## config.mk

```make
export PLATFORM = sky130hd
export DESIGN_NAME = line_follow_edge_tracker_flat
export DESIGN_NICKNAME = d
export VERILOG_FILES = /design/src/lfet_pkg.sv /design/src/lfet_in_if.sv /design/src/lfet_out_if.sv /design/src/line_follow_edge_tracker.sv /design/src/lfet_step.sv /design/src/flat_wrapper.sv
export SDC_FILE = /design/constraint.sdc
export NUM_CORES = 1
export LEC_CHECK = 0
export ABC_AREA = 1
export BUFFER_PORTS_ARGS = -buffer_cell sky130_fd_sc_hd__buf_2
export CORE_ASPECT_RATIO = 1.5
export CORE_MARGIN = 3
export CORE_UTILIZATION = 65
export CTS_CLUSTER_DIAMETER = 40
export DETAILED_ROUTE_END_ITERATION = 7
export HOLD_SLACK_MARGIN = 0.08
export PLACE_DENSITY_LB_ADDON = 0.3
export SLEW_MARGIN = 20
export SYNTH_ARGS = -nofsm -noshare
export SYNTH_HDL_FRONTEND = slang
export SYNTH_HIERARCHICAL = 1
export SYNTH_SLANG_ARGS = --single-unit
```

## constraint.sdc

```tcl
create_clock -name i_clk -period 9.1 [get_ports i_clk]
set_input_delay 1.82 -clock i_clk [delete_from_list [all_inputs] [get_ports i_clk]]
set_output_delay 1.82 -clock i_clk [all_outputs]
set_load 0.02 [all_outputs]
```

## src/lfet_pkg.sv

```systemverilog
package lfet_pkg;

    localparam int SAMPLE_W = 8;
    localparam int POWER_W  = 7;
    localparam int AREA_W   = 3;
    localparam int TRANS_W  = 4;
    localparam int STEER_W  = 2;
    localparam int CFG_IDX_W  = 3;
    localparam int CFG_DATA_W = 8;

    // configuration register indexes
    localparam logic [CFG_IDX_W-1:0] CFG_BASE_THRESHOLD = 3'd0;
    localparam logic [CFG_IDX_W-1:0] CFG_LOST_LIMIT     = 3'd1;
    localparam logic [CFG_IDX_W-1:0] CFG_SPEED_STRAIGHT = 3'd2;
    localparam logic [CFG_IDX_W-1:0] CFG_SPEED_FAST     = 3'd3;
    localparam logic [CFG_IDX_W-1:0] CFG_SPEED_SLOW     = 3'd4;

    localparam logic [SAMPLE_W-1:0] RST_BASE_THRESHOLD = 8'd0;
    localparam logic [SAMPLE_W-1:0] RST_LOST_LIMIT     = 8'd200;
    localparam logic [POWER_W-1:0]  RST_SPEED_STRAIGHT = 7'd30;
    localparam logic [POWER_W-1:0]  RST_SPEED_FAST     = 7'd40;
    localparam logic [POWER_W-1:0]  RST_SPEED_SLOW     = 7'd5;

    // band limits
    localparam logic [SAMPLE_W-1:0] BASE_MIN   = 8'd15;
    localparam logic [SAMPLE_W-1:0] BAND_HALF  = 8'd10;
    localparam logic [SAMPLE_W-1:0] DEF_UPPER  = 8'd20;
    localparam logic [SAMPLE_W-1:0] DEF_LOWER  = 8'd10;

    // areas
    localparam logic [AREA_W-1:0] AREA_LOST   = 3'd0;
    localparam logic [AREA_W-1:0] AREA_RWHITE = 3'd1;
    localparam logic [AREA_W-1:0] AREA_REDGE  = 3'd2;
    localparam logic [AREA_W-1:0] AREA_BLACK  = 3'd3;
    localparam logic [AREA_W-1:0] AREA_LEDGE  = 3'd4;
    localparam logic [AREA_W-1:0] AREA_LWHITE = 3'd5;

    // transitions
    localparam logic [TRANS_W-1:0] TR_IDLE  = 4'd0;
    localparam logic [TRANS_W-1:0] TR_RW_RE = 4'd1;
    localparam logic [TRANS_W-1:0] TR_RE_RW = 4'd2;
    localparam logic [TRANS_W-1:0] TR_RE_B  = 4'd3;
    localparam logic [TRANS_W-1:0] TR_B_RE  = 4'd4;
    localparam logic [TRANS_W-1:0] TR_LW_LE = 4'd5;
    localparam logic [TRANS_W-1:0] TR_LE_LW = 4'd6;
    localparam logic [TRANS_W-1:0] TR_B_LE  = 4'd7;
    localparam logic [TRANS_W-1:0] TR_LE_B  = 4'd8;

    // steering
    localparam logic [STEER_W-1:0] STEER_STRAIGHT = 2'd0;
    localparam logic [STEER_W-1:0] STEER_RIGHT    = 2'd1;
    localparam logic [STEER_W-1:0] STEER_LEFT     = 2'd2;

    typedef struct packed {
        logic [SAMPLE_W-1:0] base_threshold;
        logic [SAMPLE_W-1:0] lost_limit;
        logic [POWER_W-1:0]  speed_straight;
        logic [POWER_W-1:0]  speed_fast;
        logic [POWER_W-1:0]  speed_slow;
    } t_cfg;

    typedef struct packed {
        logic [SAMPLE_W-1:0] last_sample;
        logic [AREA_W-1:0]   last_area;
        logic [TRANS_W-1:0]  last_trans;
        logic [SAMPLE_W-1:0] white_run;
        logic [POWER_W-1:0]  right_drive;
        logic [POWER_W-1:0]  left_drive;
        logic [STEER_W-1:0]  last_steer;
    } t_state;

    typedef struct packed {
        logic               changed;
        logic               right_update;
        logic               left_update;
        logic [POWER_W-1:0] right_power;
        logic [POWER_W-1:0] left_power;
        logic [AREA_W-1:0]  area;
        logic [STEER_W-1:0] steer;
    } t_result;

    function automatic logic [STEER_W-1:0] steer_of(input logic [TRANS_W-1:0] trans);
        logic [STEER_W-1:0] s;
        case (trans) inside
            TR_RE_B, TR_LW_LE, TR_LE_B, TR_LE_LW: s = STEER_RIGHT;
            TR_RE_RW:                             s = STEER_LEFT;
            default:                              s = STEER_STRAIGHT;
        endcase
        return s;
    endfunction

endpackage

```

## src/lfet_in_if.sv

```systemverilog
interface lfet_in_if
    import lfet_pkg::*;
();
    logic                valid;
    logic                ready;
    logic [SAMPLE_W-1:0] sample;

    modport source (output valid, output sample, input ready);
    modport sink   (input valid, input sample, output ready);
endinterface

```

## src/lfet_out_if.sv

```systemverilog
interface lfet_out_if
    import lfet_pkg::*;
();
    logic               valid;
    logic               ready;
    logic               changed;
    logic               right_update;
    logic               left_update;
    logic [POWER_W-1:0] right_power;
    logic [POWER_W-1:0] left_power;
    logic [AREA_W-1:0]  area;
    logic [STEER_W-1:0] steer;

    modport source (output valid, output changed, output right_update, output left_update,
                    output right_power, output left_power, output area, output steer,
                    input ready);
    modport sink   (input valid, input changed, input right_update, input left_update,
                    input right_power, input left_power, input area, input steer,
                    output ready);
endinterface

```

## src/line_follow_edge_tracker.sv

```systemverilog
// Channel      Dir  Payload                                            Transfer
// i_sample_ch  in   sample[7:0]                                        valid & ready
// o_result_ch  out  changed, right_update, left_update, right_power,   valid & ready
//                   left_power, area, steer
//
// One sample per clock; its result is registered. The tracking state updates in the same
// cycle a sample is taken, so samples may follow back to back. A two-entry output buffer
// (result register plus skid register) lets the input keep taking samples while a result
// waits; input ready drops only when both hold. Synchronous reset clears tracking state,
// loads register defaults and empties the buffer.
module line_follow_edge_tracker
    import lfet_pkg::*;
(
    input  logic                  i_clk,
    input  logic                  i_rst_n,
    input  logic                  i_cfg_we,
    input  logic [CFG_IDX_W-1:0]  i_cfg_index,
    input  logic [CFG_DATA_W-1:0] i_cfg_data,
    lfet_in_if.sink               i_sample_ch,
    lfet_out_if.source            o_result_ch
);

    t_cfg    r_cfg;
    t_state  r_state;
    t_state  n_state;
    t_result n_result;
    t_result r_out;
    t_result r_skid;
    logic    r_out_valid;
    logic    r_skid_valid;
    logic    in_xfer;
    logic    out_xfer;

    lfet_step u_step (
        .i_cfg    (r_cfg),
        .i_state  (r_state),
        .i_sample (i_sample_ch.sample),
        .o_state  (n_state),
        .o_result (n_result)
    );

    assign i_sample_ch.ready = !r_skid_valid;
    assign in_xfer  = i_sample_ch.valid && !r_skid_valid;
    assign out_xfer = r_out_valid && o_result_ch.ready;

    always_ff @(posedge i_clk) begin
        if (!i_rst_n) begin
            r_cfg.base_threshold <= RST_BASE_THRESHOLD;
            r_cfg.lost_limit     <= RST_LOST_LIMIT;
            r_cfg.speed_straight <= RST_SPEED_STRAIGHT;
            r_cfg.speed_fast     <= RST_SPEED_FAST;
            r_cfg.speed_slow     <= RST_SPEED_SLOW;
        end else if (i_cfg_we) begin
            unique case (i_cfg_index)
                CFG_BASE_THRESHOLD: r_cfg.base_threshold <= i_cfg_data;
                CFG_LOST_LIMIT:     r_cfg.lost_limit     <= i_cfg_data;
                CFG_SPEED_STRAIGHT: r_cfg.speed_straight <= i_cfg_data[POWER_W-1:0];
                CFG_SPEED_FAST:     r_cfg.speed_fast     <= i_cfg_data[POWER_W-1:0];
                CFG_SPEED_SLOW:     r_cfg.speed_slow     <= i_cfg_data[POWER_W-1:0];
                default: ;
            endcase
        end
    end

    always_ff @(posedge i_clk) begin
        if (!i_rst_n) begin
            r_state.last_sample <= '0;
            r_state.last_area   <= AREA_RWHITE;
            r_state.last_trans  <= TR_IDLE;
            r_state.white_run   <= '0;
            r_state.right_drive <= '0;
            r_state.left_drive  <= '0;
            r_state.last_steer  <= STEER_STRAIGHT;
        end else if (in_xfer) begin
            r_state <= n_state;
        end
    end

    always_ff @(posedge i_clk) begin
        if (!i_rst_n) begin
            r_out_valid  <= 1'b0;
            r_skid_valid <= 1'b0;
        end else if (r_skid_valid) begin
            // drain skid into the output register
            if (out_xfer) begin
                r_out        <= r_skid;
                r_skid_valid <= 1'b0;
            end
        end else if (in_xfer) begin
            if (!r_out_valid || out_xfer) begin
                r_out       <= n_result;
                r_out_valid <= 1'b1;
            end else begin
                r_skid       <= n_result;
                r_skid_valid <= 1'b1;
            end
        end else if (out_xfer) begin
            r_out_valid <= 1'b0;
        end
    end

    assign o_result_ch.valid        = r_out_valid;
    assign o_result_ch.changed      = r_out.changed;
    assign o_result_ch.right_update = r_out.right_update;
    assign o_result_ch.left_update  = r_out.left_update;
    assign o_result_ch.right_power  = r_out.right_power;
    assign o_result_ch.left_power   = r_out.left_power;
    assign o_result_ch.area         = r_out.area;
    assign o_result_ch.steer        = r_out.steer;

endmodule

```

## src/lfet_step.sv

```systemverilog
module lfet_step
    import lfet_pkg::*;
(
    input  t_cfg                i_cfg,
    input  t_state              i_state,
    input  logic [SAMPLE_W-1:0] i_sample,
    output t_state              o_state,
    output t_result             o_result
);

    logic [SAMPLE_W:0]   hi_sum;
    logic [SAMPLE_W-1:0] hi;
    logic [SAMPLE_W-1:0] lo;

    always_comb begin
        hi_sum = {1'b0, i_cfg.base_threshold} + {1'b0, BAND_HALF};
        if (i_cfg.base_threshold > BASE_MIN) begin
            hi = hi_sum[SAMPLE_W] ? '1 : hi_sum[SAMPLE_W-1:0];
            lo = i_cfg.base_threshold - BAND_HALF;
        end else begin
            hi = DEF_UPPER;
            lo = DEF_LOWER;
        end
    end

    always_comb begin
        logic               chg;
        logic [AREA_W-1:0]  area;
        logic [TRANS_W-1:0] trans;
        logic [SAMPLE_W-1:0] run;
        logic [STEER_W-1:0] steer;
        logic [POWER_W-1:0] rp;
        logic [POWER_W-1:0] lp;

        chg   = 1'b0;
        area  = i_state.last_area;
        trans = i_state.last_trans;
        run   = i_state.white_run;

        if (i_sample > hi) begin
            if (i_state.last_sample <= hi) begin
                chg = 1'b1;
                run = '0;
                if (i_state.last_area == AREA_REDGE) begin
                    trans = TR_RE_RW;
                    area  = AREA_RWHITE;
                end else begin
                    trans = TR_LE_LW;
                    area  = AREA_LWHITE;
                end
            end
        end else if (i_sample < lo) begin
            if (i_state.last_sample >= lo) begin
                chg   = 1'b1;
                area  = AREA_BLACK;
                trans = (i_state.last_area == AREA_REDGE) ? TR_RE_B : TR_LE_B;
            end
        end else begin
            if (i_state.last_sample > hi) begin
                chg = 1'b1;
                if (i_state.last_area == AREA_RWHITE) begin
                    trans = TR_RW_RE;
                    area  = AREA_REDGE;
                end else begin
                    trans = TR_LW_LE;
                    area  = AREA_LEDGE;
                end
            end else if (i_state.last_trans != TR_B_RE) begin
                chg   = 1'b1;
                trans = TR_B_RE;
                area  = AREA_REDGE;
            end
        end

        // white run with no crossing: count, or declare the line lost
        if (!chg && (area == AREA_RWHITE || area == AREA_LWHITE || area == AREA_LOST)) begin
            if (run >= i_cfg.lost_limit) begin
                run   = '0;
                area  = AREA_LOST;
                trans = TR_IDLE;
                chg   = 1'b1;
            end else begin
                run = run + 1'b1;
            end
        end

        steer = steer_of(trans);
        if (steer == STEER_RIGHT) begin
            rp = i_cfg.speed_slow;
            lp = i_cfg.speed_fast;
        end else if (steer == STEER_LEFT) begin
            rp = i_cfg.speed_fast;
            lp = i_cfg.speed_slow;
        end else begin
            rp = i_cfg.speed_straight;
            lp = i_cfg.speed_straight;
        end

        o_state.last_sample = i_sample;
        o_state.last_area   = area;
        o_state.last_trans  = trans;
        o_state.white_run   = run;
        o_state.right_drive = chg ? rp : i_state.right_drive;
        o_state.left_drive  = chg ? lp : i_state.left_drive;
        o_state.last_steer  = chg ? steer : i_state.last_steer;

        o_result.changed      = chg;
        o_result.right_update = chg && (rp != i_state.right_drive);
        o_result.left_update  = chg && (lp != i_state.left_drive);
        o_result.right_power  = o_state.right_drive;
        o_result.left_power   = o_state.left_drive;
        o_result.area         = area;
        o_result.steer        = o_state.last_steer;
    end

endmodule

```

## src/flat_wrapper.sv

```systemverilog
// flat-port wrapper written by rule: the top's interface ports become plain ports
module line_follow_edge_tracker_flat import lfet_pkg::*;
  (i_clk, i_rst_n, i_cfg_we, i_cfg_index, i_cfg_data, i_sample_ch_valid, i_sample_ch_sample, i_sample_ch_ready, o_result_ch_valid, o_result_ch_changed, o_result_ch_right_update, o_result_ch_left_update, o_result_ch_right_power, o_result_ch_left_power, o_result_ch_area, o_result_ch_steer, o_result_ch_ready);
  lfet_in_if i_sample_ch_i ();
  lfet_out_if o_result_ch_i ();
  input  logic i_clk;
  input  logic i_rst_n;
  input  logic i_cfg_we;
  input  logic [CFG_IDX_W-1:0] i_cfg_index;
  input  logic [CFG_DATA_W-1:0] i_cfg_data;
  input wire logic [$bits(i_sample_ch_i.valid)-1:0] i_sample_ch_valid;
  input wire logic [$bits(i_sample_ch_i.sample)-1:0] i_sample_ch_sample;
  output wire logic [$bits(i_sample_ch_i.ready)-1:0] i_sample_ch_ready;
  output wire logic [$bits(o_result_ch_i.valid)-1:0] o_result_ch_valid;
  output wire logic [$bits(o_result_ch_i.changed)-1:0] o_result_ch_changed;
  output wire logic [$bits(o_result_ch_i.right_update)-1:0] o_result_ch_right_update;
  output wire logic [$bits(o_result_ch_i.left_update)-1:0] o_result_ch_left_update;
  output wire logic [$bits(o_result_ch_i.right_power)-1:0] o_result_ch_right_power;
  output wire logic [$bits(o_result_ch_i.left_power)-1:0] o_result_ch_left_power;
  output wire logic [$bits(o_result_ch_i.area)-1:0] o_result_ch_area;
  output wire logic [$bits(o_result_ch_i.steer)-1:0] o_result_ch_steer;
  input wire logic [$bits(o_result_ch_i.ready)-1:0] o_result_ch_ready;
  assign i_sample_ch_i.valid = i_sample_ch_valid;
  assign i_sample_ch_i.sample = i_sample_ch_sample;
  assign i_sample_ch_ready = i_sample_ch_i.ready;
  assign o_result_ch_valid = o_result_ch_i.valid;
  assign o_result_ch_changed = o_result_ch_i.changed;
  assign o_result_ch_right_update = o_result_ch_i.right_update;
  assign o_result_ch_left_update = o_result_ch_i.left_update;
  assign o_result_ch_right_power = o_result_ch_i.right_power;
  assign o_result_ch_left_power = o_result_ch_i.left_power;
  assign o_result_ch_area = o_result_ch_i.area;
  assign o_result_ch_steer = o_result_ch_i.steer;
  assign o_result_ch_i.ready = o_result_ch_ready;
  line_follow_edge_tracker u_core (.i_clk(i_clk), .i_rst_n(i_rst_n), .i_cfg_we(i_cfg_we), .i_cfg_index(i_cfg_index), .i_cfg_data(i_cfg_data), .i_sample_ch(i_sample_ch_i), .o_result_ch(o_result_ch_i));
endmodule
```

# Yosys cells after proc, flatten, opt, wreduce, memory -nomap -nowiden

Cells that the tools add are included.

$add $sub $neg: 3
Reductions and logical operators: 25
Magnitude comparators: 7
Div/mod/pow operators: 0
Multiplexer cells: 56
Shift-type cells: 0
Equality and inequality tests: 20
Bitwise operators: 2
$mul: 0

Operators with widths:

| cell                | number |
|---|---|
| $mux 22             | 4 |
| $mux 8              | 7 |
| $mux 7              | 6 |
| $mux 3              | 12 |
| $mux 4              | 9 |
| $ge 8x8->1          | 2 |
| $gt 8x8->1          | 2 |
| $mux 1              | 15 |
| $ne 7x7->1          | 2 |
| $reduce_and 2->1    | 5 |
| $add 8x4->9 const B | 1 |
| $eq 3x1->1 const B  | 3 |
| $eq 3x2->1 const B  | 3 |
| $add 8x1->8 const B | 1 |
| $eq 4x2->1 const B  | 2 |
| $eq 4x3->1 const B  | 2 |
| $gt 8x4->1 const B  | 1 |
| $le 8x8->1          | 1 |
| $lt 8x8->1          | 1 |
| $reduce_and 4->1    | 2 |
| $sub 8x4->8 const B | 1 |
| $eq 3x3->1 const B  | 2 |
| $logic_not 3->1     | 2 |
| $mux 2              | 3 |
| 12 further kinds    | 24 |

Bits of input ports: 24
Output and inout bits: 24
Bits in registers: 122
Memories: 0
Logic and storage cells: 141
Memory bits (writable): 0
ROM bits: 0
Latch bits: 0

# Logic depth before layout (Yosys ltp)

Gate-level depths: netlist of the first run.

Depth after elaboration: 23
Depth in mapped cells: 41
Gate-level depth less buffers: 40

# Modules after synthesis

The synthesis of the first run kept the hierarchy.

Modules (own cells, without submodules):

| module                   | cells an instance | instances | sequential area each (sq um) | area an instance (sq um) |
|---|---|---|---|---|
| line_follow_edge_tracker | 512               | 1         | 2882.8                       | 4480.5 |
| lfet_step                | 567               | 1         | 0.0                          | 3041.7 |

# Worst setup path before layout of the first run

No wires, ideal clock.

Path type: input-to-reg
From: input i_sample_ch_sample[7]
To: register u_core.r_out (netlist bit u_core/o_result_ch.right_update), data pin
Cell stages on the path: 32
Required time: 8.846 ns
Data arrival time: 5.133 ns
Setup slack: 3.713 ns
Library setup time: 0.254 ns
Buffers on the path: 2
Path through: ha_1 nand2_1 inv_1 nand3_1 o21bai_1 nand2_1 nand2_4 nor2_4 inv_1 nand2_1 inv_1 ha_1 nand2_1 nor2_1 nand4_1 and3_1 inv_1 nand4_4 buf_6 o211ai_1 nand3_1 nand2_4 buf_8 nand2_1 nand2_1 nand2_1 nand2_1 nand3_1 nor2_1 nor2_1 nand2_1 nand2_1

RTL lines:

| item                 | line                           | text |
|---|---|---|
| from (decl)          | flat_wrapper.sv:12             | `input wire logic [$bits(i_sample_ch_i.sample)-1:0] i_sample_ch_sample;` |
| to (signal assigned) | line_follow_edge_tracker.sv:86 | `r_out <= r_skid;` |
| to (signal assigned) | line_follow_edge_tracker.sv:91 | `r_out <= n_result;` |
| to (decl)            | line_follow_edge_tracker.sv:27 | `t_result r_out;` |

==> summary.md, run 1 <==
In the finished design, the share of the clock period the worst path needs comes to 65.69%. For this run the aggregate overflow at the end of global routing stands at 0. The post-CTS repair timing setup buffer count was 0; the fraction of final layout cells with drive strength greater than 1 was 12.06%. After clock tree synthesis, the repair step resized 0 gates.

The worst hold path depth came out at 2. The final number of setup-violating endpoints was 0; the detailed-route wire length on metal 1 was 6794 um. The arrival time of the worst setup path came out at 6.15 ns. Port buffering added 47 buffers. The path category of the worst min-delay check is reg -> reg.

The die span in y works out to 137.8 um. The family of cells with the greatest summed delay on the critical path was simple AND/OR/NAND/NOR gates. Summed over all failing endpoints, the final setup total negative slack is 0 ns.

The deepest level of the CTS H-tree was 4; the total half-perimeter wirelength after legalization and detailed placement was 12590 um. The Yosys step of the flow raised 6 warnings. The number of buffers and inverters on the critical path is 4. The worst setup path category was reg -> reg. The tools report the post-cts hold buffer count as 0. After floorplanning, the core was divided into 47 placement rows. The slew at the pin closest to its max-slew limit is 0.8796 ns, and the top cell type's share of synthesized area is 20.76%. Yosys attributes the largest share of cell area to sky130_fd_sc_hd__dfxtp_1 21%, sky130_fd_sc_hd__edfxtp_1 18%, sky130_fd_sc_hd__nand2_1 15%. The run gives 901 um as the routed length on met3. The number of detailed-routing iterations run before antenna repair was 7; the number of filler instances in the final layout was 943. For the fraction of power consumed by sequential logic, the log shows 35.4%. The stage delay of the slowest cell on the critical path is 0.45 ns. The logs give 0 for the post-route antenna net violation count and 39.6% for the clock share of power. In this run the critical register-to-register path is launched from u_core/r_cfg[30].

Signal routing reaches up to met4. The layout overhead on the synthesized area is 9.614%. The I/O pin count came out at 48. The worst register-to-register path ends at u_core/o_result_ch.right_update. In this run the deepest clock path goes through 2 buffers.

Using the TritonRoute via totals, the vias-per-cell ratio works out to 5.534. The weighted congestion at the end of routability-driven global placement is 0.9323. The logs give 1218 for the total instance count after detailed placement and 0 for the number of slew-limit violations in the final report. The tools report the number of hold violations in the final report as 0. The tools report the required arrival time at the worst endpoint as 9.27 ns.

The register bit total from synthesis is 122, and the reg-to-reg setup timing slack is 3.12 ns. The number of clock buffers inserted by TritonCTS was 17. Clock-pin slew was measured on the worst setup and hold paths at 0.06 ns. After detailed routing, the average wire length per cell comes to 14.12 um. The number of distinct library cell variants in the gate-level netlist after synthesis was 37; the DRC violation total after the first TritonRoute iteration was 476. Global routing used 28.38% of the available tracks.

The sequential standard cell area came out at 0.002883 mm^2. Number of standard cells in the final layout excluding fillers: 1250. Detailed routing placed a total of 9078 um of wire on met2. Element type at the critical path end: a flop. By count the netlist is led by 305 x sky130_fd_sc_hd__nand2_1, 187 x sky130_fd_sc_hd__nor2_1, 98 x sky130_fd_sc_hd__inv_1. Library cell occupying the most area in the post-synthesis netlist: sky130_fd_sc_hd__dfxtp_1. In the routed design, unresolved DRC markers number 0. The net count of the finished layout is 1154.

Of the total power, the share spent switching nets is 32.74%. Measured along the x axis, the die boundary spans 93.84 um. On the critical path, the stage with the largest delay is an instance of sky130_fd_sc_hd__dfxtp_1. Based on the critical path, the design can be clocked at up to 0.1673 GHz.

The logs give 6918 for the detailed-route via count and 29070 um for the global-route wire length before repair. The clock arrives with 0.008913 ns of skew. The worst pin sits at a relative slew slack of 41.22%. TritonCTS built the clock tree.

The type of origin of the critical path is a flop. The pin count of the biggest net entering global routing is 79. The most used standard cell by instance count after synthesis was sky130_fd_sc_hd__nand2_1. Counting every sink on the clock net gives 122. The clock latency of the later-clocked register in the worst-skew pair is 0.42 ns. The analysis attributes to cell leakage a power of 3.982 nW. Counting flops with a built-in enable in the synthesized netlist gives 44. The tools report the end point of the worst hold path as u_core/r_cfg[24]. The post-synthesis net count is 1143, and the largest fanout on the critical path is 16. The post-detailed-routing wire length was 17650 um. For this run, the share of the core covered by cells in the final layout is 73.80%. The final critical delay including setup and external delays was 5.978 ns; the antenna cell count was 0. Setup repair after global routing left no endpoint under its margin.

The tools report the internal power as 1.230 mW. The most numerous cell type found on the critical path is sky130_fd_sc_hd__nand2_1. For this configuration, the core starts out at a cell density of 67.32%. Summing all multi-input logic gate instances after layout gives 0.003866 mm^2. Max-cap violations in this run came to 0. The root buffer cell chosen for the clock tree is sky130_fd_sc_hd__clkbuf_16. For the placeable core region, the log shows 0.01117 mm^2. Synthesized area: 0.007522 mm^2. The share of synthesized flip-flops with an asynchronous set or reset works out to 0%.

The run gives 0.1333 mV as the maximum resistive drop on vdd. The flow ran to the end, and the final reports show no timing, DRC or antenna violations. The average instance in the mapped netlist occupies 6.971 um^2.

Sequential cells were found to cover 38.32% of the synthesized design area. The tools report the switching power total as 0.5989 mW. For the number of global-route vias before repair, the log shows 6400. Total power of the final layout: 1.829 mW.

Among all flip-flop cells after synthesis, the most frequent one is sky130_fd_sc_hd__dfxtp_1. The worst register-to-register path has a depth of 38. Power per unit of standard cell area: 221.8 mW/mm^2.

The die covers 0.01293 mm^2. For the number of antenna violations at the first check in global routing, the log shows 0. For the cell count after synthesis, the log shows 1079.

The run gives 25.0% as the combinational power share. The startpoint identified for the worst hold timing path is u_core/r_cfg[24].
worst reg2reg max path: cells and delay by family (launching register included):
kind,cells,cell delay [ns]
DFF,1,0.45
adders and majority gates,3,0.82
and+or+nand+nor,30,3.97
AOI/OAI and AO/OA,1,0.15
buffers and inverters,4,0.35
power groups by stage:
stage	Sequential (mW)	Clock (mW)	Combinational, mW
after floorplan	0.666	0	0.385
after global placement	0.657	0	0.434
after detailed placement	0.658	0	0.446
after CTS	0.648	0.730	0.452
after global routing	0.651	0.754	0.520
final	0.648	0.724	0.458
layout make-up:
class | count | area share (%)
multi-input combinational | 790 | 46.89
sequential | 122 | 34.96
clock buffer | 23 | 6.373
inverter | 108 | 4.917
timing repair buffer | 51 | 3.217
tap | 147 | 2.231
clock inverter | 9 | 1.411
kinds of logic (layout without fill, tap and decap cells):
| family | after synthesis | count (layout) | synth area share, % |
|---|---|---|---|
| AO/OA/AOI/OAI | 118 | 118 | 8.965 |
| adder cells (fa/ha/maj) | 40 | 40 | 6.653 |
| buffers and inverters | 167 | 191 | 10.41 |
| flip-flops | 122 | 122 | 38.32 |
| AND/OR/NAND/NOR | 632 | 632 | 35.65 |
layer usage:
metal | up-vias | global-route usage (%)
met5 | - | 0
met4 | 0 | 16.63
met3 | 65 | 4.754
met2 | 287 | 50.93
met1 | 3097 | 31.05
li1 | 3469 | -
how the worst max path moves through the flow:
stage / start / slack, ns / cells after the start / end
after floorplan: i_sample_ch_sample[7] / 3.71 / 32 / u_core/o_result_ch.right_update
after global placement: i_sample_ch_sample[7] / 2.91 / 33 / u_core/o_result_ch.left_update
after detailed placement: i_sample_ch_sample[7] / 2.84 / 33 / u_core/o_result_ch.right_update
after CTS: u_core/r_cfg[30] / 3.14 / 37 / u_core/o_result_ch.right_update
after global routing: u_core/r_cfg[30] / 2.58 / 38 / u_core/o_result_ch.right_update
final: u_core/r_cfg[30] / 3.12 / 38 / u_core/o_result_ch.right_update
cells in the final DEF (no fill, tap or decap), types with 6 or more instances in the layout:
cell,n
sky130_fd_sc_hd__a21oi_1,25
sky130_fd_sc_hd__nor2_1,187
sky130_fd_sc_hd__inv_2,10
sky130_fd_sc_hd__buf_2,47
sky130_fd_sc_hd__inv_1,98
sky130_fd_sc_hd__edfxtp_1,44
sky130_fd_sc_hd__nor3_1,6
sky130_fd_sc_hd__o21ai_0,72
sky130_fd_sc_hd__nand2_1,305
sky130_fd_sc_hd__nand4_1,8
sky130_fd_sc_hd__nand2_2,17
sky130_fd_sc_hd__dfxtp_1,78
sky130_fd_sc_hd__ha_1,40
sky130_fd_sc_hd__clkbuf_16,20
sky130_fd_sc_hd__nor2_4,6
sky130_fd_sc_hd__nand3_1,84
registers in the layout, summed over array words and instances (netlist names):
register and flops:
u_core/o_result_ch.area 3, u_core/o_result_ch.changed 1, u_core/o_result_ch.left_power 7, u_core/o_result_ch.left_update 1, u_core/o_result_ch.right_power 7, u_core/o_result_ch.right_update 1, u_core/o_result_ch.steer 2, u_core/o_result_ch.valid 1
u_core/r_cfg 37, u_core/r_skid 22, u_core/r_skid_valid 1, u_core/r_state 39
stage by stage:
stage	worst slack, ns	hold slack [ns]	area [um^2]
2_1_floorplan	3.713	0.4417	7522
3_3_place_gp	2.911	0.4549	7604
3_5_place_dp	2.842	0.4583	7604
4_1_cts	3.140	0.4730	8245
5_1_grt	2.576	0.4925	8245
6_report	3.122	0.4690	8245
No activity file was read; power rests on OpenSTA's default activity.
==> run 2: changes to the inputs <==
ABC_AREA = 0   (was 1)
CORE_UTILIZATION = 62   (was 65)
clock period = 5.62 ns   (was 9.1 ns; I/O delays follow)
==> run 2 against run 1 <==
The flow now finishes with violations (negative setup slack). Fmax grew 2.0%. Die area up 6.1%. Wire length up 40%. Utilization up 7.9 points. Critical path type unchanged. Highest routed layer unchanged.
==> summary.md, run 2 <==
The flow ran to the end, but the final reports show violations. The final reports fail on negative setup slack. Clock tree synthesis found a total of 122 sinks. The run gives 1028 as the count of nets after finishing. The clock reaches the later pin of the worst-skew pair after 0.43 ns. Averaged over all synthesized cells, the footprint is 9.067 um^2.

At the pin with the least slew margin, the transition time is 0.9317 ns. The layout overhead on the synthesized area was 28.65%; the post-detailed-routing wire length was 24760 um. The run gives 906 as the post-synthesis net count. Among all cell types in the netlist, the one instantiated most often is sky130_fd_sc_hd__nand2_1. The register bit total from synthesis was 122; the stage delay of the slowest cell on the critical path was 0.47 ns. The post-route antenna net violation count is 0, and the flip-flop count of the largest register, all copies and words added is 39. The number of antenna violations at the first check in global routing was 1. For the final critical-path setup slack, the log shows -0.2400 ns. After synthesis, the cell types taking the most area are sky130_fd_sc_hd__dfxtp_1 20%, sky130_fd_sc_hd__edfxtp_1 17%, sky130_fd_sc_hd__nand2_1 6.8%.

Counting distinct cell types in the post-synthesis netlist gives 84. Clock-pin slew was measured on the worst setup and hold paths at 0.06 ns. The placeable core region is 0.01202 mm^2, and the number of filler instances in the final layout is 706.

The top cell type's share of synthesized area works out to 20.45%. The total instance count after detailed placement is 1073, and the largest fanout on the critical path is 6. Ranked by instance count, the synthesized netlist is headed by 139 x sky130_fd_sc_hd__nand2_1, 78 x sky130_fd_sc_hd__dfxtp_1, 60 x sky130_fd_sc_hd__o21ai_0.

Setup repair after global routing could not meet its margin everywhere. For the total number of placement rows, the log shows 49. The library cell occupying the most area in the post-synthesis netlist was sky130_fd_sc_hd__dfxtp_1. The part of the cycle the worst path needs is 104.3%, and the total power of the final layout is 3.243 mW. The tools report the effective utilization at floorplan as 63.54%. TritonCTS created 17 clock buffers. 48 I/O pins were placed.

The element type at the critical path end is a flop. The Yosys step of the flow raised 6 warnings. The synthesized design contains 44 enable-type register cells.

The area enclosed by the die boundary came out at 0.01371 mm^2. Of all flip-flops after synthesis, the portion carrying an async set or reset was 0%. In the final layout, the share of cells above drive strength 1 is 34.70%. For the remaining global-route overflow, the log shows 0. The library cell used most frequently in the layout, excluding fill and tap cells, is sky130_fd_sc_hd__nand2_1. Die span in y: 141.9 um.

For the worst setup path, the data arrival time is 6.03 ns. u_core/r_state holds more flip-flops than any other register. In the global route stage, overall resource usage came out at 33.29%. Before antenna repair, the detailed router went through 6 iterations.

The tightest slew margin relative to the limit is 37.89%. The number of global-route vias before repair came out at 7365. The critical path is of the reg -> reg type. After the flow finishes, the layout carries non-filler instances totaling 1131. DRC violation total after the first TritonRoute iteration: 796.

The maximum resistive drop on vdd came out at 0.2364 mV. Cell at the root of the clock tree: sky130_fd_sc_hd__clkbuf_16. Dividing total power by cell area gives a power density of 330.1 mW/mm^2.

The required arrival time at the worst endpoint is 5.79 ns. Entering global routing, the biggest net connects 85 pins. The clock tree synthesis step divided the H-tree into 4 levels. The clock passes through at most 2 buffers. Routability-driven placement finished with a final weighted congestion of 0.9393. Buffers placed on the I/O ports in this run total 47. The largest registers in the layout are u_core/r_state: 39 flops, u_core/r_cfg: 37 flops, u_core/r_skid: 22 flops. In this run the worst hold path is classified as reg -> reg.

Dividing the detail-routed via count by the number of cells gives 6.582. For the final database, setup skew stands at 0.01541 ns. Detailed placement ended at an HPWL of 15390 um.

The static power due to leakage came out at 4.035 nW. The first global-routing pass estimated 36360 um of wire. In the final routed layout, each cell accounts on average for 21.90 um. From left edge to right edge, the die measures 96.61 um. Leaving out fill and tap cells, the most frequent cells in the layout are 133 x sky130_fd_sc_hd__nand2_1, 110 x sky130_fd_sc_hd__buf_4, 74 x sky130_fd_sc_hd__dfxtp_1. TritonCTS built the clock tree. The number of slew-limit violations in the final report came out at 0. For this run, the leading register cell type out of synthesis is sky130_fd_sc_hd__dfxtp_1. Detailed routing inserted a total of 7444 vias. The post-cts hold buffer count was 0. After detailed routing, the number of remaining DRC violations is 0. The synthesized area was 0.007635 mm^2; the cell count after synthesis was 842. The tools report the type of origin of the critical path as a flop.

Setup violations remaining at the end of the flow were counted as 3. The final critical delay including setup and external delays was 5.860 ns. The slowest stage of the critical path is the sky130_fd_sc_hd__dfxtp_1 cell. Number of hold violations in the final report: 0.

For this run, the register share of the synthesized area comes to 37.76%. The max-cap check violation count is 0, and the upper clock frequency limit is 0.1706 GHz.
## run 2: changes by cell type after synthesis, moves of 10 or more
cell and delta:
sky130_fd_sc_hd__nor2_1 -167, sky130_fd_sc_hd__nand2_1 -166, sky130_fd_sc_hd__inv_1 -61, sky130_fd_sc_hd__nand3_1 -40
sky130_fd_sc_hd__a21boi_0 +37, sky130_fd_sc_hd__mux2_2 +22, sky130_fd_sc_hd__mux2i_1 +15, sky130_fd_sc_hd__nand2_2 -12
sky130_fd_sc_hd__o21ai_0 -12, sky130_fd_sc_hd__a21o_1 +10, sky130_fd_sc_hd__inv_2 -10
## run 2: worst paths after layout
| kind | slack, ns | start | to | cells after the start |
|---|---|---|---|---|
| worst max-delay path | -0.24 | u_core/r_cfg[32] | u_core/o_result_ch.right_update | 25 |
| worst min-delay path | 0.46 | u_core/r_state[31] | u_core/r_state[31] | 2 |
| worst max register to register | -0.24 | u_core/r_cfg[32] | u_core/o_result_ch.right_update | 25 |
| worst min register to register | 0.46 | u_core/r_state[31] | u_core/r_state[31] | 2 |
## run 2: power by group
part / internal [mW] / switching (mW) / total [mW]
Combinational: 0.430 / 0.556 / 0.986
Clock: 0.789 / 0.427 / 1.22
Sequential: 0.995 / 0.0454 / 1.04
## run 2: cell type report
| class | count | area [um^2] | area share, % |
|---|---|---|---|
| multi-input combinational | 611 | 4672 | 47.57 |
| inverter | 37 | 138.9 | 1.414 |
| antenna | 1 | 2.502 | 0.02548 |
| timing repair buffer | 175 | 1281 | 13.04 |
| sequential | 122 | 2888 | 29.40 |
| clock inverter | 14 | 219.0 | 2.229 |
| tap | 153 | 191.4 | 1.949 |
| clock buffer | 18 | 429.2 | 4.369 |
## run 2: metrics by stage
| stage | hold slack [ns] | setup slack, ns | area [um^2] | TNS (ns) | util [%] |
|---|---|---|---|---|---|
| final | 0.4627 | -0.2400 | 9822 | -0.5327 | 81.74 |
| after global routing | 0.4991 | -0.4634 | 9822 | -1.877 | 81.74 |
| after CTS | 0.4659 | -0.04781 | 9604 | -0.04781 | 79.93 |
| after detailed placement | 0.4580 | -0.5170 | 8471 | -3.110 | 70.49 |
| after global placement | 0.4413 | -0.3471 | 8471 | -0.8659 | 70.49 |
| after floorplan | 0.4353 | 0.01909 | 7682 | 0 | - |
## run 2: kinds of logic after synthesis
kind of cell | Yosys count | synth area share (%)
and+or+nand+nor | 296 | 19.57
adders and majority gates | 40 | 6.555
DFF | 122 | 37.76
xor gates and xnor gates | 9 | 1.131
buffers and inverters | 110 | 7.571
AOI/OAI and AO/OA | 228 | 22.21
muxes | 37 | 5.211
## run 2: routing by layer
metal,track usage [%],wire length [um]
met2,61.43,12730
met5,0,0
met4,27.74,2155
met1,31.14,8315
met3,6.985,1566
## run 2: timing repair
item / 4_1_cts / 5_1_grt
setup endpoints to repair: 34 / 24
buffers inserted: 16 / 13
gates resized for setup: 71 / 42
pin swaps: 35 / 8
gates cloned: 1 / 0
## run 2: critical path: cells and delay by family, from the launching register on
kind | cells | cell delay [ns]
flip-flops | 1 | 0.47
buffers and inverters | 2 | 0.33
AO/OA/AOI/OAI | 13 | 2.57
AND/OR/NAND/NOR | 7 | 1.43
multiplexers | 1 | 0.28
adder cells (fa/ha/maj) | 2 | 0.52
==> run 3: changes to the inputs <==
PLACE_DENSITY = 0.86   (was default)
PLACE_DENSITY_LB_ADDON = default   (was 0.3)
==> run 3 against run 2 <==
The flow finishes with violations (design-rule violations, negative setup slack). Combinational power shrank 2%. Cell count decreased by 1.6%. Fmax shrank 5.9%. Sequential power about the same. Global-route usage rose by 1.0 points. Clock power decreased by 9.8%. First-iteration DRC count is 21% higher. Total power fell by 4.3%. Largest power group unchanged.
==> summary.md, run 3 (synthesis gave the netlist of run 2 again) <==
The flow ran to the end, but the final reports show violations. The checks that failed: design-rule violations, negative setup slack. The largest single stage delay on the critical path is 0.48 ns.

The die covers 0.01371 mm^2. Summing internal, switching and leakage power gives 3.102 mW. The post-detailed-routing wire length came out at 25550 um. DRC violation count after routing: 11. In the global route stage, met3 resource usage came out at 6.444%. The global-route layer with the greatest usage is met2. The element type at the critical path end was a flop. In this run the remaining antenna-violating nets after routing total 0. Global routing used 34.30% of the available tracks across all layers. The H-tree was split into 4 levels.

Setup repair after global routing could not meet its margin everywhere. The run gives 0 as the number of antenna violations at the first check in global routing. Cells fill 79.85% of the core in the end. The die extent in x was 96.61 um; the placeable core region was 0.01202 mm^2. During I/O placement, the number of pins put on the boundary was 48. Worst setup path category: reg -> reg. The run gives 30.52% as the tightest slew margin relative to the limit. For this run, global-route usage on met2 was measured as 61.54%. The count of buffers inserted at the top-level ports came out at 47. The worst-case clock buffer depth is 2, and the power per unit of standard cell area is 323.2 mW/mm^2.

On the final layout, the worst clock skew is 0.009230 ns. In the final design database the tool counted 1011 nets. For the pin with the worst max-slew slack, the measured transition is 1.042 ns.

The tools report the number of hold violations in the final report as 0. The first global-routing pass estimated 37520 um of wire. For met1 alone, demand over resource in global routing was 34.55%. The die span in y came out at 141.9 um.

The flip-flop count of the largest register, all copies and words added came out at 39. The library cell used most frequently in the layout, excluding fill and tap cells, is sky130_fd_sc_hd__nand2_1. For the required arrival time at the worst endpoint, the log shows 5.78 ns.

More flip-flops sit in one register than any other, and that register is u_core/r_state. The detailed-route via count is 7777, and the total number of placement rows is 49. The run gives -2.027 ns as the final-layout setup total negative slack. TritonCTS built the clock tree.

For the final number of setup-violating endpoints, the log shows 15. Based on the critical path, the design can be clocked at up to 0.1606 GHz. The max-cap check violation count was 0.

The largest registers in the layout are u_core/r_state: 39 flops, u_core/r_cfg: 37 flops, u_core/r_skid: 22 flops. The repair_antennas step left the layout with diodes totalling 0. For the post-cts hold buffer count, the log shows 0.

The run gives 17 as the number of clock buffers inserted by TritonCTS. Dividing the detail-routed wire length by the instance count gives 22.96 um. In the layout the commonest cells are 134 x sky130_fd_sc_hd__nand2_1, 98 x sky130_fd_sc_hd__buf_4, 75 x sky130_fd_sc_hd__dfxtp_1.

The run gives 0 as the number of slew-limit violations in the final report. For the maximum resistive drop on vdd, the log shows 0.2241 mV. In this design, the critical path's most frequently occurring cell is sky130_fd_sc_hd__buf_6. Data on the critical path arrives at its endpoint at 6.39 ns.

After clock tree synthesis, the clock-pin slew on the worst setup and hold paths is 0.06 ns. The worst setup path is launched from a flop. The effective utilization at floorplan came out at 63.54%. Cells with a size suffix above 1 make up 33.44% of the layout. Entering global routing, the biggest net connects 86 pins.

The remaining global-route overflow came out at 0. For the finished layout, the period the worst path requires is 6.225 ns. The logs give -0.6054 ns for the final critical-path setup slack and 965 for the DRC violation total after the first TritonRoute iteration. CTS saw 122 sinks.

For this design the static power due to leakage is 3.912 nW. The tools report the number of detailed-routing iterations run before antenna repair as 8. Standard cell with the maximum stage delay on the critical path: sky130_fd_sc_hd__a2111oi_4. The part of the cycle the worst path needs was 110.8%.

The number of global-route vias before repair came out at 7534. The largest fanout on the critical path came out at 6. The total half-perimeter wirelength after legalization and detailed placement was 13690 um; the average vias per placed instance was 6.987. The tools report the cell at the root of the clock tree as sky130_fd_sc_hd__clkbuf_16. The weighted congestion at the end of routability-driven global placement came out at 0.9327. The clock latency of the later-clocked register in the worst-skew pair was 0.42 ns.

The tightest min-delay check is of the reg -> reg type. The area growth from synthesis to layout is 25.68%.
run 3: changes by cell type in the layout (fill, tap and decap cells not counted), moves of 4 or more:
cell	before	now
sky130_fd_sc_hd__o21ai_0	44	51
sky130_fd_sc_hd__o21ai_1	9	5
sky130_fd_sc_hd__nor2_2	1	5
sky130_fd_sc_hd__buf_6	16	9
sky130_fd_sc_hd__bufinv_16	5	0
sky130_fd_sc_hd__buf_4	110	98
run 3: metrics by stage:
step	cell area, um^2	hold slack, ns	std cells	worst slack (ns)
final	9595	0.4705	1113	-0.6054
after global routing	9595	0.5054	1113	-0.7589
after CTS	9346	0.4725	1113	-0.02287
after detailed placement	8318	0.4625	1053	-0.3612
after global placement	8318	0.4450	1053	-0.2162
after floorplan	7682	0.4353	842	0.01909
run 3: repair_timing:
item / in CTS / in global routing
setup endpoints to repair: 16 / 46
gates resized for setup: 42 / 59
pin swaps: 30 / 16
gates cloned: 2 / 1
endpoints found under the hold margin: 0 / 0
setup buffers: 27 / 7
run 3: worst paths after layout:
check	from	end	slack, ns	cells after the start
max	u_core/r_cfg[31]	u_core/o_result_ch.right_update	-0.61	27
max reg2reg	u_core/r_cfg[31]	u_core/o_result_ch.right_update	-0.61	27
min reg2reg	u_core/r_state[31]	u_core/r_state[31]	0.47	2
min	u_core/r_state[31]	u_core/r_state[31]	0.47	2
run 3: critical path: cells and delay by family, from the launching register on:
| family | cells | cell delay (ns) |
|---|---|---|
| mux | 1 | 0.33 |
| simple gates | 8 | 1.69 |
| flops | 1 | 0.36 |
| compound gates | 13 | 2.73 |
| fa+ha+maj | 2 | 0.42 |
| buf+inv | 3 | 0.42 |
run 3: where the power goes:
part	switching, mW	internal [mW]	total (mW)
registers	0.0453	0.994	1.04
logic	0.559	0.406	0.966
clock network	0.417	0.680	1.10
run 3: cell type report:
class / instances / area (um^2)
Clock buffer: 25 / 549.3
Clock inverter: 7 / 47.55
Multi-Input combinational cell: 612 / 4659
Inverter: 37 / 141.4
Sequential cell: 122 / 2889
Fill cell: 705 / 2421
Tap cell: 153 / 191.4
Timing Repair Buffer: 157 / 1117
run 3: per-layer routing:
metal	vias up	share of wire, %
met3	263	8.1
met5	-	0
met2	664	49
li1	3264	-
met1	3586	32
met4	0	10
